==> src/rtl/core/page_frame_victim_selector_assert.svh <==
// assertion macros for the rtl
`ifndef PAGE_FRAME_VICTIM_SELECTOR_ASSERT_SVH
`define PAGE_FRAME_VICTIM_SELECTOR_ASSERT_SVH

// generic form: explicit clock and active-low reset
`define PFVS_ASSERT_CLK(label, clk, rst_n, prop, msg) \
    label: assert property (@(posedge clk) disable iff (!rst_n) prop) \
        else $error(msg);

// block clock and reset
`define PFVS_ASSERT(label, prop, msg) \
    `PFVS_ASSERT_CLK(label, aclk, aresetn, prop, msg)

`endif

==> src/rtl/core/pfvs_pkg.sv <==
`default_nettype none

package pfvs_pkg;

    localparam int PAGE_W    = 10;
    localparam int FRAME_W   = 5;
    localparam int STAMP_W   = 32;
    localparam int MOD_STEPS = 2;
    localparam int MOD_CNT_W = $clog2(MOD_STEPS);

    localparam logic [MOD_CNT_W-1:0] MOD_LAST = MOD_CNT_W'(MOD_STEPS - 1);

    localparam logic OP_FAULT = 1'b0;
    localparam logic OP_TOUCH = 1'b1;

    localparam logic POLICY_FIFO = 1'b0;
    localparam logic POLICY_LRU  = 1'b1;

    typedef enum logic [2:0] {
        ST_IDLE,
        ST_MOD,
        ST_SCAN,
        ST_FETCH,
        ST_WRITE,
        ST_RESP
    } state_t;

endpackage

`default_nettype wire

==> src/rtl/core/page_frame_victim_selector.sv <==
// channel  | ports                                                | direction
// s_       | s_valid s_ready s_opcode s_virtual_page s_touched_frame | in
// m_       | m_valid m_ready m_victim_frame m_swap_out m_evicted_page | out
// cfg_     | cfg_we cfg_wdata (policy_mode)                       | in
//
// steps per item, from the transfer until the block is idle again:
// touch: response state, which loads the result register once the output is free
// fault, fifo: page modulo (quotient, then remainder), owner read, write back, result
// fault, lru: page modulo, stamp scan to the first unused frame, else over all frames, then as fifo
// synchronous active-low reset; no ram clearing pass, per-frame used flops mask the rams
// one item in flight; a result held at the output keeps the next item in its response state
`default_nettype none

`include "page_frame_victim_selector_assert.svh"

module page_frame_victim_selector #(
    parameter int FRAMES        = 32,
    parameter int VIRTUAL_PAGES = 1024
) (
    input  wire logic                           aclk,
    input  wire logic                           aresetn,

    input  wire logic                           cfg_we,
    input  wire logic                           cfg_wdata,

    input  wire logic                           s_valid,
    output logic                                s_ready,
    input  wire logic                           s_opcode,
    input  wire logic [pfvs_pkg::PAGE_W-1:0]    s_virtual_page,
    input  wire logic [pfvs_pkg::FRAME_W-1:0]   s_touched_frame,

    output logic                                m_valid,
    input  wire logic                           m_ready,
    output logic      [pfvs_pkg::FRAME_W-1:0]   m_victim_frame,
    output logic                                m_swap_out,
    output logic      [pfvs_pkg::PAGE_W-1:0]    m_evicted_page
);

    localparam int FW = $clog2(FRAMES);
    localparam int OW = $clog2(VIRTUAL_PAGES);
    localparam int CW = $clog2(FRAMES + 1);
    localparam int SW = pfvs_pkg::STAMP_W;
    localparam int PW = pfvs_pkg::PAGE_W;

    // reciprocal of VIRTUAL_PAGES, exact for every PW-bit page
    localparam int MOD_K = PW + $clog2(VIRTUAL_PAGES);
    localparam int MOD_M = ((1 << MOD_K) + VIRTUAL_PAGES - 1) / VIRTUAL_PAGES;

    function automatic logic [FW-1:0] step_frame(input logic [FW-1:0] f);
        return (f == FW'(FRAMES - 1)) ? '0 : FW'(f + 1'b1);
    endfunction

    pfvs_pkg::state_t state_reg, state_next;

    logic                        policy_reg;
    logic [FRAMES-1:0]           used_reg, used_next;
    logic [FW-1:0]               rot_reg, rot_next;
    logic [FW-1:0]               last_reg, last_next;
    logic                        last_known_reg, last_known_next;
    logic [SW-1:0]               stamp_cnt_reg, stamp_cnt_next;
    logic                        m_valid_reg, m_valid_next;

    logic [PW-1:0]               page_sh_reg, page_sh_next;
    logic [PW-1:0]               mod_quot_reg, mod_quot_next;
    logic [PW-1:0]               mod_rem_reg, mod_rem_next;
    logic [pfvs_pkg::MOD_CNT_W-1:0] mod_cnt_reg, mod_cnt_next;
    logic [CW-1:0]               scan_cnt_reg, scan_cnt_next;
    logic                        cmp_vld_reg, cmp_vld_next;
    logic [FW-1:0]               cmp_idx_reg, cmp_idx_next;
    logic [FW-1:0]               best_idx_reg, best_idx_next;
    logic [SW-1:0]               best_stamp_reg, best_stamp_next;
    logic                        have_reg, have_next;
    logic [FW-1:0]               victim_reg, victim_next;
    logic [pfvs_pkg::FRAME_W-1:0] res_frame_reg, res_frame_next;
    logic                        res_swap_reg, res_swap_next;
    logic [PW-1:0]               res_evicted_reg, res_evicted_next;
    logic [pfvs_pkg::FRAME_W-1:0] m_frame_reg, m_frame_next;
    logic                        m_swap_reg, m_swap_next;
    logic [PW-1:0]               m_evicted_reg, m_evicted_next;

    logic          s_xfer;
    logic          out_free;
    logic          touch_in_range;
    logic          mod_last;
    logic          scan_issue;
    logic          scan_hit_free;
    logic          scan_done;
    logic          fifo_skip;
    logic [FW-1:0] fifo_pick;
    logic [SW-1:0] stamp_adv;
    logic [31:0]   mod_quot_full;
    logic [31:0]   mod_diff;
    logic [31:0]   tframe_ext;
    logic [31:0]   victim_ext;
    logic [31:0]   rem_ext;
    logic [31:0]   owner_ext;

    logic          stamp_we;
    logic [FW-1:0] stamp_waddr;
    logic [FW-1:0] stamp_raddr;
    logic [SW-1:0] stamp_rdata;
    logic          owner_we;
    logic [OW-1:0] owner_wdata;
    logic [OW-1:0] owner_rdata;

    assign s_ready  = (state_reg == pfvs_pkg::ST_IDLE);
    assign s_xfer   = s_valid && s_ready;
    assign out_free = !m_valid_reg || m_ready;

    assign m_valid        = m_valid_reg;
    assign m_victim_frame = m_frame_reg;
    assign m_swap_out     = m_swap_reg;
    assign m_evicted_page = m_evicted_reg;

    assign tframe_ext     = 32'(s_touched_frame);
    assign touch_in_range = tframe_ext < 32'(FRAMES);
    assign stamp_adv      = (stamp_cnt_reg == '1) ? stamp_cnt_reg : SW'(stamp_cnt_reg + 1'b1);

    // page modulo VIRTUAL_PAGES: the quotient is registered first, then the remainder is formed from it
    assign mod_quot_full = (32'(page_sh_reg) * 32'(MOD_M)) >> MOD_K;
    assign mod_diff      = 32'(page_sh_reg) - 32'(mod_quot_reg) * 32'(VIRTUAL_PAGES);
    assign mod_last      = (mod_cnt_reg == pfvs_pkg::MOD_LAST);

    assign fifo_skip = last_known_reg && (rot_reg == last_reg);
    assign fifo_pick = fifo_skip ? step_frame(rot_reg) : rot_reg;

    assign scan_issue    = 32'(scan_cnt_reg) < 32'(FRAMES);
    assign scan_hit_free = cmp_vld_reg && !used_reg[cmp_idx_reg];
    assign scan_done     = !scan_issue && !cmp_vld_reg;

    assign victim_ext = 32'(victim_reg);
    assign rem_ext    = 32'(mod_rem_reg);
    assign owner_ext  = 32'(owner_rdata);

    // ram ports
    assign stamp_raddr = scan_cnt_reg[FW-1:0];
    assign stamp_we    = (s_xfer && (s_opcode == pfvs_pkg::OP_TOUCH) && touch_in_range)
                         || (state_reg == pfvs_pkg::ST_WRITE);
    assign stamp_waddr = (state_reg == pfvs_pkg::ST_WRITE) ? victim_reg : tframe_ext[FW-1:0];
    assign owner_we    = (state_reg == pfvs_pkg::ST_WRITE);
    assign owner_wdata = rem_ext[OW-1:0];

    pfvs_ram #(
        .WIDTH (SW),
        .DEPTH (FRAMES)
    ) u_stamp_ram (
        .aclk  (aclk),
        .we    (stamp_we),
        .waddr (stamp_waddr),
        .wdata (stamp_cnt_reg),
        .raddr (stamp_raddr),
        .rdata (stamp_rdata)
    );

    pfvs_ram #(
        .WIDTH (OW),
        .DEPTH (FRAMES)
    ) u_owner_ram (
        .aclk  (aclk),
        .we    (owner_we),
        .waddr (victim_reg),
        .wdata (owner_wdata),
        .raddr (victim_reg),
        .rdata (owner_rdata)
    );

    // next state
    always_comb begin
        state_next = state_reg;
        unique case (state_reg)
            pfvs_pkg::ST_IDLE: begin
                if (s_xfer) begin
                    state_next = (s_opcode == pfvs_pkg::OP_TOUCH)
                                 ? pfvs_pkg::ST_RESP : pfvs_pkg::ST_MOD;
                end
            end
            pfvs_pkg::ST_MOD: begin
                if (mod_last) begin
                    state_next = (policy_reg == pfvs_pkg::POLICY_LRU)
                                 ? pfvs_pkg::ST_SCAN : pfvs_pkg::ST_FETCH;
                end
            end
            pfvs_pkg::ST_SCAN: begin
                if (scan_hit_free || scan_done) begin
                    state_next = pfvs_pkg::ST_FETCH;
                end
            end
            pfvs_pkg::ST_FETCH: state_next = pfvs_pkg::ST_WRITE;
            pfvs_pkg::ST_WRITE: state_next = pfvs_pkg::ST_RESP;
            pfvs_pkg::ST_RESP: begin
                if (out_free) begin
                    state_next = pfvs_pkg::ST_IDLE;
                end
            end
            default: state_next = pfvs_pkg::ST_IDLE;
        endcase
    end

    // datapath and outputs
    always_comb begin
        used_next        = used_reg;
        rot_next         = rot_reg;
        last_next        = last_reg;
        last_known_next  = last_known_reg;
        stamp_cnt_next   = stamp_cnt_reg;
        page_sh_next     = page_sh_reg;
        mod_quot_next    = mod_quot_reg;
        mod_rem_next     = mod_rem_reg;
        mod_cnt_next     = mod_cnt_reg;
        scan_cnt_next    = scan_cnt_reg;
        cmp_vld_next     = 1'b0;
        cmp_idx_next     = cmp_idx_reg;
        best_idx_next    = best_idx_reg;
        best_stamp_next  = best_stamp_reg;
        have_next        = have_reg;
        victim_next      = victim_reg;
        res_frame_next   = res_frame_reg;
        res_swap_next    = res_swap_reg;
        res_evicted_next = res_evicted_reg;
        m_frame_next     = m_frame_reg;
        m_swap_next      = m_swap_reg;
        m_evicted_next   = m_evicted_reg;
        m_valid_next     = m_valid_reg && !m_ready;

        unique case (state_reg)
            pfvs_pkg::ST_IDLE: begin
                if (s_xfer) begin
                    page_sh_next     = s_virtual_page;
                    mod_rem_next     = '0;
                    mod_cnt_next     = '0;
                    res_frame_next   = s_touched_frame;
                    res_swap_next    = 1'b0;
                    res_evicted_next = '0;
                    if ((s_opcode == pfvs_pkg::OP_TOUCH) && touch_in_range) begin
                        stamp_cnt_next = stamp_adv;
                    end
                end
            end
            pfvs_pkg::ST_MOD: begin
                mod_cnt_next = pfvs_pkg::MOD_CNT_W'(mod_cnt_reg + 1'b1);
                if (mod_last) begin
                    mod_rem_next  = mod_diff[PW-1:0];
                    scan_cnt_next = '0;
                    have_next     = 1'b0;
                    if (policy_reg != pfvs_pkg::POLICY_LRU) begin
                        victim_next = fifo_pick;
                        rot_next    = step_frame(fifo_pick);
                    end
                end else begin
                    mod_quot_next = mod_quot_full[PW-1:0];
                end
            end
            pfvs_pkg::ST_SCAN: begin
                if (cmp_vld_reg && (!have_reg || (stamp_rdata < best_stamp_reg))) begin
                    best_idx_next   = cmp_idx_reg;
                    best_stamp_next = stamp_rdata;
                    have_next       = 1'b1;
                end
                if (scan_hit_free) begin
                    victim_next = cmp_idx_reg;
                end else if (scan_done) begin
                    victim_next = best_idx_reg;
                end else if (scan_issue) begin
                    cmp_vld_next  = 1'b1;
                    cmp_idx_next  = scan_cnt_reg[FW-1:0];
                    scan_cnt_next = CW'(scan_cnt_reg + 1'b1);
                end
            end
            pfvs_pkg::ST_FETCH: begin
                // owner ram read of the victim in flight
            end
            pfvs_pkg::ST_WRITE: begin
                res_frame_next   = victim_ext[pfvs_pkg::FRAME_W-1:0];
                res_swap_next    = used_reg[victim_reg];
                res_evicted_next = used_reg[victim_reg] ? owner_ext[PW-1:0] : '0;
                used_next[victim_reg] = 1'b1;
                last_next        = victim_reg;
                last_known_next  = 1'b1;
                stamp_cnt_next   = stamp_adv;
            end
            pfvs_pkg::ST_RESP: begin
                if (out_free) begin
                    m_valid_next   = 1'b1;
                    m_frame_next   = res_frame_reg;
                    m_swap_next    = res_swap_reg;
                    m_evicted_next = res_evicted_reg;
                end
            end
            default: begin
            end
        endcase
    end

    always_ff @(posedge aclk) begin
        if (!aresetn) begin
            state_reg      <= pfvs_pkg::ST_IDLE;
            policy_reg     <= pfvs_pkg::POLICY_FIFO;
            used_reg       <= '0;
            rot_reg        <= '0;
            last_reg       <= '0;
            last_known_reg <= 1'b0;
            stamp_cnt_reg  <= '0;
            m_valid_reg    <= 1'b0;
            cmp_vld_reg    <= 1'b0;
        end else begin
            state_reg      <= state_next;
            if (cfg_we) begin
                policy_reg <= cfg_wdata;
            end
            used_reg       <= used_next;
            rot_reg        <= rot_next;
            last_reg       <= last_next;
            last_known_reg <= last_known_next;
            stamp_cnt_reg  <= stamp_cnt_next;
            m_valid_reg    <= m_valid_next;
            cmp_vld_reg    <= cmp_vld_next;
        end
    end

    always_ff @(posedge aclk) begin
        page_sh_reg     <= page_sh_next;
        mod_quot_reg    <= mod_quot_next;
        mod_rem_reg     <= mod_rem_next;
        mod_cnt_reg     <= mod_cnt_next;
        scan_cnt_reg    <= scan_cnt_next;
        cmp_idx_reg     <= cmp_idx_next;
        best_idx_reg    <= best_idx_next;
        best_stamp_reg  <= best_stamp_next;
        have_reg        <= have_next;
        victim_reg      <= victim_next;
        res_frame_reg   <= res_frame_next;
        res_swap_reg    <= res_swap_next;
        res_evicted_reg <= res_evicted_next;
        m_frame_reg     <= m_frame_next;
        m_swap_reg      <= m_swap_next;
        m_evicted_reg   <= m_evicted_next;
    end

    `PFVS_ASSERT(a_victim_marked_used, (state_reg == pfvs_pkg::ST_WRITE) |=> used_reg[$past(victim_reg)], "victim frame not marked used after write back")
    `PFVS_ASSERT(a_stamp_monotonic, $past(aresetn) |-> (stamp_cnt_reg >= $past(stamp_cnt_reg)), "stamp counter went backward")
    `PFVS_ASSERT(a_scan_in_range, cmp_vld_reg |-> (32'(cmp_idx_reg) < 32'(FRAMES)), "scan compare on frame out of range")
    `PFVS_ASSERT(a_result_from_resp, $rose(m_valid_reg) |-> ($past(state_reg) == pfvs_pkg::ST_RESP), "result raised outside response state")
    `PFVS_ASSERT(a_write_after_fetch, (state_reg == pfvs_pkg::ST_WRITE) |-> ($past(state_reg) == pfvs_pkg::ST_FETCH), "write back without owner fetch")

endmodule

`default_nettype wire

==> src/rtl/core/pfvs_ram.sv <==
`default_nettype none

module pfvs_ram #(
    parameter int WIDTH = 32,
    parameter int DEPTH = 32
) (
    input  wire logic                     aclk,
    input  wire logic                     we,
    input  wire logic [$clog2(DEPTH)-1:0] waddr,
    input  wire logic [WIDTH-1:0]         wdata,
    input  wire logic [$clog2(DEPTH)-1:0] raddr,
    output logic      [WIDTH-1:0]         rdata
);

    logic [WIDTH-1:0] mem [DEPTH];

    always_ff @(posedge aclk) begin
        if (we) begin
            mem[waddr] <= wdata;
        end
        rdata <= mem[raddr];
    end

endmodule

`default_nettype wire

==> config.mk <==
export PLATFORM = sky130hd
export DESIGN_NAME = page_frame_victim_selector
export DESIGN_NICKNAME = d
export VERILOG_FILES = /design/src/rtl/core/pfvs_pkg.sv /design/src/rtl/core/page_frame_victim_selector.sv /design/src/rtl/core/pfvs_ram.sv
export VERILOG_INCLUDE_DIRS = /design/src /design/src/rtl/core
export SDC_FILE = /design/constraint.sdc
export NUM_CORES = 2
export LEC_CHECK = 0
export BUFFER_PORTS_ARGS = -buffer_cell sky130_fd_sc_hd__buf_2
export CORE_ASPECT_RATIO = 0.9
export CORE_UTILIZATION = 51
export DETAILED_ROUTE_END_ITERATION = 8
export PLACE_DENSITY_LB_ADDON = 0.3
export SKIP_LAST_GASP = 1
export SLEW_MARGIN = 20
export SYNTH_ARGS = -nofsm -noshare
export SYNTH_HDL_FRONTEND = slang
export SYNTH_HIERARCHICAL = 1
export SYNTH_SLANG_ARGS = --single-unit
==> constraint.sdc <==
create_clock -name aclk -period 5.3 [get_ports aclk]
set_input_delay 1.06 -clock aclk [delete_from_list [all_inputs] [get_ports aclk]]
set_output_delay 1.06 -clock aclk [all_outputs]
set_load 0.05 [all_outputs]
* Word level (Yosys, flattened, before mapping)
Memories as Yosys holds them, arrays and structs flattened. A register that Yosys moved wholly into a read port is not among the register bits.
Cells that the tools add are included.
** Word-level totals
- Register bits :: 188
- Bits in latches :: 0
- RAM bits :: 1344
- Memory bits (read-only) :: 0
- Input port bits :: 22
- Memories :: 2
** Operators by class
- $add $sub $neg :: 5
- Multiply operators :: 0
- Div/mod/pow operators :: 0
- $lt $le $gt $ge :: 6
- Equal/unequal tests :: 20
- Shifts and indexed selects :: 0
- Mux-type cells :: 51
- Bitwise operators :: 6
- Reduce and logical (&&, ||, !) cells :: 38
** Memory list
- u_stamp_ram.mem :: words 32, bits a word 32, read ports 1, clocked after memory_dff 1, write ports 1, line pfvs_ram.sv:15 : logic [WIDTH-1:0] mem [DEPTH];
- u_owner_ram.mem :: words 32, bits a word 10, read ports 1, clocked after memory_dff 1, write ports 1, line pfvs_ram.sv:15
** Operators with widths (number)
- 2-to-1 mux 32 bit :: 3
- one-hot mux 32 bit (2 select lines) :: 1
- 2-to-1 mux 5 bit :: 9
- one-hot mux 10 bit (2 select lines) :: 2
- adder 32 x 1 -> 32 bit (second input constant) :: 1
- equality test 32 bit (second input constant) :: 1
- < comparator 32 bit :: 1
- OR 32 bit :: 1
- 2-to-1 mux 10 bit :: 3
- 2-to-1 mux 6 bit :: 4
- one-hot mux 5 bit (2 select lines) :: 2
- < comparator 5 x 6 -> 1 bit (second input constant) :: 3
- one-hot mux 3 bit (6 select lines) :: 1
- inequality test 2 bit (second input constant) :: 8
- 2-to-1 mux 3 bit :: 5
- 2-to-1 mux 1 bit :: 14
- one-hot mux 6 bit (2 select lines) :: 1
- AND reduction 3 bit :: 4
- AND reduction 4 bit :: 3
- adder 5 x 1 -> 5 bit (second input constant) :: 2
- binary-select mux 1 bit (select 5 bit) :: 2
- equality test 5 bit (second input constant) :: 2
- logical AND 1 bit :: 10
- AND reduction 2 bit :: 5
- 19 further kinds :: 38

* Longest topological paths before layout
- Depth after elaboration :: 7
- Mapped depth :: 12
- Gate-level depth less buffers :: 12

* By module
Netlist, hierarchy kept.
** By module, submodules not included
- pfvs_ram at u_stamp_ram :: times used 1, cells an instance 2260, area an instance 40485.1 µm², seq. area each 31390.1 µm²
- pfvs_ram at u_owner_ram :: times used 1, cells an instance 733, area an instance 12993.7 µm², seq. area each 9809.4 µm²
- page_frame_victim_selector :: times used 1, cells an instance 798, area an instance 8709.6 µm², seq. area each 4834.6 µm²

* Least setup slack after synthesis
No wires, ideal clock.
- Path kind :: input-to-reg
- Start point :: in s_valid
- End point :: mem u_stamp_ram.mem[28][0], enable pin
- Library setup time :: 0.421 ns
- Arrival time :: 3.522 ns
- Slack :: 1.357 ns
- Stages on the path :: 6
- Path buffers :: 1
- Path through :: a21oi_1 -> nand2b_1 -> inv_1 -> or3b_2 -> clkbuf_1 -> nor2_1
** On the way
- Longest elaborated chain between the ends :: 6
** Ends and longest elaborated chain
- from (decl) :: line page_frame_victim_selector.sv:26 : input wire logic s_valid,
- logical AND 1 bit :: line page_frame_victim_selector.sv:107 : assign s_xfer = s_valid && s_ready;
- logical AND 1 bit (2 in a row) :: line page_frame_victim_selector.sv:137 : assign stamp_we = (s_xfer && (s_opcode == pfvs_pkg::OP_TOUCH) && touch_in_range)
- logical OR 1 bit :: line page_frame_victim_selector.sv:138 : || (state_reg == pfvs_pkg::ST_WRITE);
- named net stamp_we :: line page_frame_victim_selector.sv:98 : logic stamp_we;
- 2-to-1 mux 1 bit :: line pfvs_ram.sv:18 : if (we) begin
- 2-to-1 mux 1 bit (not written as such) :: line pfvs_ram.sv:19 : mem[waddr] <= wdata;
- to (decl) :: line pfvs_ram.sv:15
The timed path passes the listed nets, and every way through them passes these cells.

* Worst setup path after layout
- Start point :: reg state_reg[2]
- End point :: mem u_stamp_ram.mem[3][3], enable pin
** RTL lines
- from (decl) :: line page_frame_victim_selector.sv:53 : pfvs_pkg::state_t state_reg, state_next;
- from (signal assigned) :: line page_frame_victim_selector.sv:296 : state_reg <= pfvs_pkg::ST_IDLE;
- from (signal assigned) :: line page_frame_victim_selector.sv:306 : state_reg <= state_next;
- equality test 3 bit (*)
- named net owner_we :: line page_frame_victim_selector.sv:102 : logic owner_we;
- logical OR 1 bit :: line page_frame_victim_selector.sv:138
- 2-to-1 mux 1 bit :: line pfvs_ram.sv:18
- 2-to-1 mux 1 bit (not written as such) :: line pfvs_ram.sv:19
The timed path passes the listed nets; every way through them passes the cells marked *.

==> metrics.txt <==
relative slew slack=0.209; DR iter-0 viols=4064; GRT Util Overall=0.238; Initial Util=0.514; post-place setup slack=1.10 ns; sequential area share after synthesis=0.740; HP Class=reg2reg; CTS max path bufs=3; Final period util=0.765; I/O pin cnt=40; vias in the first global route=31900; Final HPWL DP=89400 µm; clk_lat worst skew=0.79 ns; Gate power share=0.151; EDFF count, synth=1451; depth of the most critical reg-to-reg path=7; number of vias per cell=6.08; setup TNS=0 ns; internal power=21.5 mW; CTS tree=yes; Crit Path Category=reg2reg; Post-CTS Hold Buffers=0; wire per inst=26.3 µm; H-tree levels=4; Final setup viols=0; Seq pwr share=0.493; Syn Area/Cell=16.4 µm²; postcts setup bufs=0; global-route wire length before repair=215000 µm; Post-Syn Area=62200 µm²; slack of the critical path=1.25 ns; WHS Endpoint=m_evicted_page[0]; final hold vios=0; Final nets=3942; max FFs per register=1024; layout cell share with drive strength beyond 1=0.113; Syn Inst Count=3791; Seq cells post-synth=1574; Max Freq=247 MHz; maximum VDD drop=0.411 mV; asr flop ratio synth=0; Switch Pwr=7.86 mW; Worst-Margin Slew=1.19 ns; Via Count=34061; # fillers=9107; biggest regs=u_stamp_ram/mem x1024, u_owner_ram/mem x320; leakage=25.7 nW; Die W=370 µm; Slew Viols, Final=0; Routed Antenna Nets=0; Worst Path Arrival=4.51 ns; cts repair resizes=0; Synth-to-Final Area Change=11.2%; TritonCTS Buffers=153; Die Y=333 µm; post-layout util=0.572; status=completed; final hold slack=0.410 ns; WL final=148000 µm; pwr dens=425 nW/µm²; initial antenna violation count=3; flop2flop setup slack=1.25 ns; Worst Setup End Kind=flop; hold depth=0; reg2reg start=state_reg[2]; Startpoint Class=flop; die area=123000 µm²; sw frac=0.268; Distinct cells, synth=70; GPL Wtd Cong=0.831; root buf cell=clkbuf_16; largest reg by FF count=u_stamp_ram/mem; MaxCap Viol Count=0; Synthesized Nets=3850; GRT Residual Overflow=0; TritonRoute pass-1 iters=5; Yosys Warn Count=6; Std-Cell Rows=121; Post-synth top flop=edfxtp_1; buffers added on ports=39; post-layout minimum cycle time=4.05 ns; DRC=0; largest net degree at the start of global routing=129; Worst R2R End=u_stamp_ram/mem[3][3]; HP Start=res_evicted_reg[0]; Clock transition at path regs=0.06 ns; clock power share=0.357; Worst Path Required=5.75 ns; Worst Skew=0.0334 ns; RSZ-0062 raised after global routing=false; core region area=121000 µm²; CP max FO=17; # clock sinks=1574
==> cell families after synthesis <==
kind of cell | synth area share
flip-flops | 0.740
multiplexers | 0.116
AND/OR/NAND/NOR | 0.0545
AO/OA/AOI/OAI | 0.0539
buffers and inverters | 0.0229
adder cells (fa/ha/maj) | 0.00744
XOR/XNOR | 0.00491
==> cell type report <==
class	instances	area (µm²)	area share
clock buffers	205	4160	0.0602
inverters	44	165	0.00239
flip-flops and latches	1574	46100	0.666
repair buffers	136	1090	0.0157
clock inverters	72	668	0.00966
multi-input cells	1974	15000	0.217
diodes	1	2.50	0.0000362
well taps	1599	2000	0.0289
==> worst max path at each step <==
stage | cells after the start | startpoint | slack [ns] | end
6_report | 7 | state_reg[2] | 1.25 | u_stamp_ram/mem[3][3]
5_1_grt | 7 | state_reg[2] | 1.02 | u_stamp_ram/mem[27][1]
4_1_cts | 7 | state_reg[2] | 1.24 | u_stamp_ram/mem[27][1]
3_5_place_dp | 7 | s_valid | 1.10 | u_stamp_ram/mem[27][1]
3_3_place_gp | 7 | s_valid | 1.19 | u_stamp_ram/mem[27][7]
2_1_floorplan | 6 | s_valid | 1.36 | u_stamp_ram/mem[28][0]
==> placed cells by master (no fill, tap or decap), types with 25 or more instances in the layout <==
cell type	synthesis	final
nand3_1	140	140
xnor2_1	26	26
mux2i_1	692	692
buf_4	40	84
dfxtp_1	123	98
a21oi_1	155	155
a22oi_1	140	140
clkinv_1	0	28
clkbuf_1	73	45
nor2_1	172	138
nand2_1	184	183
a22o_1	85	85
a31oi_1	49	48
inv_1	43	42
dfxtp_2	0	25
ha_1	37	37
nor2_4	0	33
clkbuf_16	0	159
edfxtp_1	1451	1451
buf_2	45	39
nor3_1	60	60
==> Yosys cell counts (26+ instances only) <==
| cell type | n | area [µm²] |
|---|---|---|
| xnor2_1 | 26 | 228 |
| edfxtp_1 | 1451 | 43600 |
| nand3_1 | 140 | 701 |
| dfxtp_1 | 123 | 2460 |
| a31oi_1 | 49 | 307 |
| inv_1 | 43 | 161 |
| buf_2 | 45 | 225 |
| nor2_1 | 172 | 646 |
| buf_4 | 40 | 300 |
| a21oi_1 | 155 | 776 |
| ha_1 | 37 | 463 |
| a22o_1 | 85 | 744 |
| mux2i_1 | 692 | 6930 |
| clkbuf_1 | 73 | 274 |
| a22oi_1 | 140 | 1050 |
| nor3_1 | 60 | 300 |
| nand2_1 | 184 | 691 |
==> critical path: stages (launching register included) <==
cell     delay [ns]
dfxtp_1        0.55
nand2_1        0.44
inv_2          0.34
nand2_1        0.15
nand2_1        0.24
nand3_1        0.72
nor2_4         0.85
buf_4          0.38
==> per-layer routing <==
layer,part of all wire,routed length (µm),global-route usage,vias to the layer above
met5,0,0,0,-
met4,0.027,3920,0.0749,0
met3,0.079,11600,0.0335,185
met2,0.45,66200,0.351,1443
met1,0.45,65800,0.366,17481
li1,-,-,-,14952
==> power groups by stage <==
| stage | combinational, mW | clock (mW) | sequential (mW) |
|---|---|---|---|
| floorplan | 2.76 | 0 | 14.8 |
| global placement | 4.31 | 0 | 14.7 |
| detailed placement | 4.36 | 0 | 14.7 |
| CTS | 4.38 | 10.6 | 14.5 |
| global route | 4.65 | 11.1 | 14.5 |
| finish | 4.42 | 10.5 | 14.5 |
==> stage by stage <==
stage	total power, mW	area [µm²]	instances
6_report	29.4	69200	5605
5_1_grt	30.3	69200	5604
4_1_cts	29.5	69100	5603
3_5_place_dp	19.1	64300	5326
3_3_place_gp	19.0	64300	5326
2_1_floorplan	17.5	62200	3791
No activity file was read; power rests on OpenSTA's default activity.
